--- src/hdl/llir_pkg.sv ---
// Shared constants, codes and the queued item type of the resampler.
// No dependencies.
`default_nettype none

package llir_pkg;

    localparam int MAX_FRAMES = 4096;
    localparam int ADDR_W     = $clog2(MAX_FRAMES);
    localparam int FADDR_W    = 12;
    localparam int SAMPLE_W   = 16;
    localparam int LEN_W      = 13;
    localparam int LOOP_W     = 14;
    localparam int POS_W      = 14;
    localparam int CFG_IDX_W  = 2;
    localparam int CFG_DATA_W = 14;
    localparam int FIFO_DEPTH = 4;
    localparam int FIFO_PTR_W = $clog2(FIFO_DEPTH);

    localparam logic [LEN_W-1:0] LEN_RESET = 13'd4096;

    typedef logic [1:0] t_op;
    localparam t_op OP_LOAD    = 2'd0;
    localparam t_op OP_RESTART = 2'd1;
    localparam t_op OP_FRAME   = 2'd2;
    localparam t_op OP_UNUSED  = 2'd3;

    typedef logic [CFG_IDX_W-1:0] t_cfg_idx;
    localparam t_cfg_idx CFG_SOURCE_LENGTH = 2'd0;
    localparam t_cfg_idx CFG_LOOP_COUNT    = 2'd1;

    typedef struct packed {
        t_op                        op;
        logic [FADDR_W-1:0]         frame_address;
        logic signed [SAMPLE_W-1:0] left_in;
        logic signed [SAMPLE_W-1:0] right_in;
        logic                       slowed;
    } t_item;

endpackage

`default_nettype wire

--- src/hdl/llir_fifo.sv ---
// Short item queue between front and back ends.
// Depends on llir_pkg.
`default_nettype none

module llir_fifo (
    input  wire              i_clk,
    input  wire              i_rst_n,
    input  wire              i_push,
    input  llir_pkg::t_item  i_item,
    input  wire              i_pop,
    output llir_pkg::t_item  o_item,
    output logic             o_valid,
    output logic             o_full
);
    import llir_pkg::*;

    t_item                r_buf [FIFO_DEPTH];
    logic [FIFO_PTR_W:0]  r_wr, n_wr;
    logic [FIFO_PTR_W:0]  r_rd, n_rd;

    assign o_valid = r_wr != r_rd;
    assign o_full  = (r_wr[FIFO_PTR_W] != r_rd[FIFO_PTR_W]) &&
                     (r_wr[FIFO_PTR_W-1:0] == r_rd[FIFO_PTR_W-1:0]);
    assign o_item  = r_buf[r_rd[FIFO_PTR_W-1:0]];

    assign n_wr = r_wr + (FIFO_PTR_W+1)'(i_push);
    assign n_rd = r_rd + (FIFO_PTR_W+1)'(i_pop);

    always_ff @(posedge i_clk) begin
        if (!i_rst_n) begin
            r_wr <= '0;
            r_rd <= '0;
        end else begin
            r_wr <= n_wr;
            r_rd <= n_rd;
        end
    end

    always_ff @(posedge i_clk) begin
        if (i_push) begin
            r_buf[r_wr[FIFO_PTR_W-1:0]] <= i_item;
        end
    end

endmodule

`default_nettype wire

--- config.mk ---
export PLATFORM = sky130hd
export DESIGN_NAME = llir_fifo
export DESIGN_NICKNAME = d
export VERILOG_FILES = /design/src/hdl/llir_pkg.sv /design/src/hdl/llir_fifo.sv
export SDC_FILE = /design/constraint.sdc
export NUM_CORES = 1
export LEC_CHECK = 0
export ABC_AREA = 1
export BUFFER_PORTS_ARGS = -buffer_cell sky130_fd_sc_hd__buf_2
export CAP_MARGIN = 10
export CORE_MARGIN = 5
export CORE_UTILIZATION = 50
export CTS_CLUSTER_DIAMETER = 150
export DETAILED_ROUTE_END_ITERATION = 12
export PLACE_DENSITY = 0.67
export SLEW_MARGIN = 15
export SYNTH_ARGS = -nofsm -noshare
export SYNTH_HDL_FRONTEND = slang
export SYNTH_SLANG_ARGS = --single-unit
--- constraint.sdc ---
create_clock -name i_clk -period 7 [get_ports i_clk]
set_input_delay 0 -clock i_clk [delete_from_list [all_inputs] [get_ports i_clk]]
set_output_delay 0 -clock i_clk [all_outputs]
set_load 0.005 [all_outputs]
* After elaboration in Yosys (flattened, before gate mapping) *
Memory sizes are Yosys's and may differ from the RTL's. A register that Yosys moved wholly into a read port is not among the register bits.
Cells that the tools add are included.

word-level totals
  bits in registers = 6
  bits in writable memories = 188
  input port bits = 51
  word-level logic and storage cells = 12
  memories kept = 1

cells by class
  add/sub/neg operators = 2
  equal/unequal tests = 3
  muxes and demuxes = 3
  reductions and logical operators = 1

memories
  memory  words  width  rd ports  clocked after memory_dff  wr ports  RTL line         source
  r_buf   4      47     1         1                         1         llir_fifo.sv:17  t_item r_buf [FIFO_DEPTH];

operators by type and width
  operator                                count
  3-bit by 1-bit adder with 3-bit output  2
  3-bit != test                           1
  2-bit equality test                     1
  1-bit 2-to-1 mux                        2
  2-bit 2-to-1 mux                        1
  1-bit logical AND                       1
  1-bit != test                           1

* Logic depth before layout (Yosys ltp) *
  depth after elaboration = 2
  gate-level depth with buffers = 8
  gate-level depth less buffers = 5

* Worst setup path after synthesis *
No wires, ideal clock.

  path kind = register to register
  start = reg r_wr[1]
  end = mem r_buf[2][0] in the netlist's numbering (enable)
  setup time = 510 ps
  data arrival time = 3692 ps
  setup slack = 2798 ps
  cell stages (with the launch flop) = 3
  buffers on the path = 0
  period minus slack after synthesis = 4202 ps
  cells stage by stage = dfxtp_1 > inv_1 > nor3_1

RTL lines
  element                 RTL line         source
  start, declared         llir_fifo.sv:18  logic [FIFO_PTR_W:0] r_wr, n_wr;
  start signal, assigned  llir_fifo.sv:34  r_wr <= n_wr;
  end, declared           llir_fifo.sv:17

No word-level cell before the write port.

==> metrics.md <==
| Metric | Value |
|---|---|
| Status | completed |
| TritonCTS clock tree | done |
| # rows | 46 |
| Antenna cell count | 0 |
| PD cells | 269.4 mW/mm^2 |
| RSZ-0062 raised after global routing | no |
| # setup viols final | 0 |
| First-pass GRT wire length | 25,300 um |
| Max clock buf depth | 2 |
| Number of fill cells | 1,280 |
| Post_cts resized | 0 |
| Register Area | 0.005771 sq mm |
| Synth Area in XOR/XNOR | 0% |
| Max Cap Viol | 0 |
| Starting Density | 50.44% |
| I/O Buffers | 99 |
| Multi-input logic area | 0.001769 sq mm |
| Reg clk slew, reported paths | 0.06 ns |
| Simple-Gate Fraction of Synth Area | 21.36% |
| Die Span X | 136.1 um |
| Syn Inst Count | 691 |
| Yosys reg bits | 194 |
| Mux cell area share after synthesis | 0% |
| Wire per inst | 15.20 um |
| Post-synthesis sequential area ratio | 72.48% |
| Max IR drop VDD | 0.2389 mV |
| First-pass iteration count of the detailed router | 5 |
| Fmax | 0.4013 GHz |
| Number of global-route vias before repair | 5,202 |
| Mean Syn Cell Area | 11.51 sq um |
| Crit-path cells | buf_4, or2_0, nand3_1, nand2_1, buf_2 |
| Worst Hold Class | input pin to flop |
| DIE HEIGHT | 136.1 um |
| Post-Synth Adder-Cell Area | 0.6291% |
| # DRC | 0 |
| Tmin final | 2.492 ns |
| Core box area | 0.01577 sq mm |
| Critical Path Fanout Max | 89 |
| Worst path slowest cell | buf_4 |
| Layout Utilization | 61.16% |
| Area Overhead vs Synth | 21.25% |
| Share of layout cells above drive strength 1 | 17.71% |
| Final #Nets | 889 |
| CTS root buf | clkbuf_16 |
| GRT Overall Usage | 17.96% |
| H-tree depth | 4 |
| Yosys warnings | 0 |
| Leakage power total | 4.030 nW |
| Post-synthesis cell area | 0.007955 sq mm |
| CP Data Required Time | 7.00 ns |
| Slowest stage delay, CP | 0.77 ns |
| Drt initial violations | 270 |
| Count of different cell masters after synthesis | 18 |
| Syn_nets | 746 |
| Clk Latency, worst-skew pair | 0.42 ns |
| GRT Residual Overflow | 0 |
| Final hold viol count | 0 |
| Final WL | 16,160 um |
| Vias/cell | 4.845 |
| Ports | 100 |
| Routability cong. | 0.7516 |
| Crit Path Class | flop to output port |
| Slew headroom | 28.34% |
| Synth Area in Compound Gates | 0% |
| Post-DRT Antenna Nets | 0 |
| Critical Path End Type | output port |
| Delay-heaviest family, CP | buffers and inverters |
| Power Total | 0.002599 W |
| Startpoint type of the worst setup path | flop |
| Largest family of logic cells by synthesized area | simple AND/OR/NAND/NOR gates |
| Setup Skew | 0.005447 ns |
| Final period util | 35.60% |
| Clk sinks | 194 |
| Via Count | 5,150 |
| Final setup TNS | 0 ns |
| Die area | 0.01853 sq mm |
| Total CTS buffers | 17 |
| Worst path arrival time | 2.49 ns |
| Largest net degree at the start of global routing | 90 |
| Worst slew pin tran | 1.073 ns |
| Post-DP HPWL | 8555 um |
| Antenna violations before repair | 0 |
| CP bufs+invs | 2 |
| Final slew viol count | 0 |
per-layer routing:
layer	track usage (%)	wire length (um)	vias to the layer above
li1	-	-	2536
met1	22.58	7079	2469
met2	30.30	8025	132
met3	4.996	893	13
met4	5.767	157	0
met5	0	0	-
worst paths after layout:
path,start,endpoint,slack (ns),cells after the start
worst max-delay path,r_rd[0],o_item[43],4.51,5
worst min-delay path,i_pop,r_rd[1],0.03,5
worst max register to register,r_wr[1],r_buf[2][32],4.60,3
worst min register to register,r_wr[2],r_wr[2],0.53,2
where the power goes:
part	switching, W	internal [W]
Sequential	0.0000204	0.00133
Combinational	0.000181	0.000119
Clock	0.000391	0.000556
repair_timing:
item	CTS	global route
hold buffers	50	0
endpoints found under the hold margin	194	0
setup endpoints to repair	0	0
buffers inserted	0	0
cells in the final DEF, fill, tap and decap left out, types with 5 or more instances in the layout:
cell	synthesis	routed
nand2_1	300	300
edfxtp_1	188	188
buf_2	9	99
inv_1	57	56
dlygate4sd3_1	0	50
nand3_1	48	48
or2_0	19	19
or2_1	17	17
clkbuf_16	0	17
or2_2	11	11
buf_4	5	6
nor2_1	5	5
cells in the mapped netlist:
cell | n | area, sq um
nor2_1 | 5 | 18.77
inv_1 | 57 | 214.0
buf_2 | 9 | 45.04
or2_1 | 17 | 106.4
dfxtp_1 | 6 | 120.1
buf_4 | 5 | 37.54
buf_1 | 2 | 7.510
or2_0 | 19 | 118.9
nand3_1 | 48 | 240.2
or2_2 | 11 | 68.82
edfxtp_1 | 188 | 5645
clkbuf_2 | 1 | 5.000
nand2_1 | 300 | 1126
ha_1 | 4 | 50.05
clkbuf_1 | 4 | 15.01
inv_2 | 1 | 3.750
nor3_1 | 4 | 20.02
buf_6 | 10 | 112.6
per-stage QoR:
stage	hold WS [ns]	std cells	setup WS [ns]	cell area [sq um]
after floorplan	0.09345	691	2.798	7955
after global placement	0.2101	981	4.585	8568
after detailed placement	0.2163	981	4.509	8568
after CTS	0.01724	1063	4.493	9646
after global routing	0.06382	1063	4.334	9646
final	0.03140	1063	4.508	9646
logic make-up after synthesis:
logic type / after synthesis
AND/OR/NAND/NOR: 404
flip-flops: 194
buffers and inverters: 89
adder cells (fa/ha/maj): 4
worst reg2reg max path, delay by kind of cell, from the launching register on:
family,cells,cell delay [ns]
and+or+nand+nor,1,0.84
buffers and inverters,2,0.75
DFF,1,0.42
flip-flops by register name (all words and copies together) (netlist names):
| signal | cells |
|---|---|
| r_buf | 188 |
| r_rd | 3 |
| r_wr | 3 |
layout make-up:
cell class              count  area share [%]
flip-flops and latches    194           59.83
inverters                  58           2.257
repair buffers            155           10.79
clock inverters            12           1.453
multi-input cells         408           18.34
clock buffers              20           4.527
well taps                 216           2.802
(Power assumes the default switching activity.)
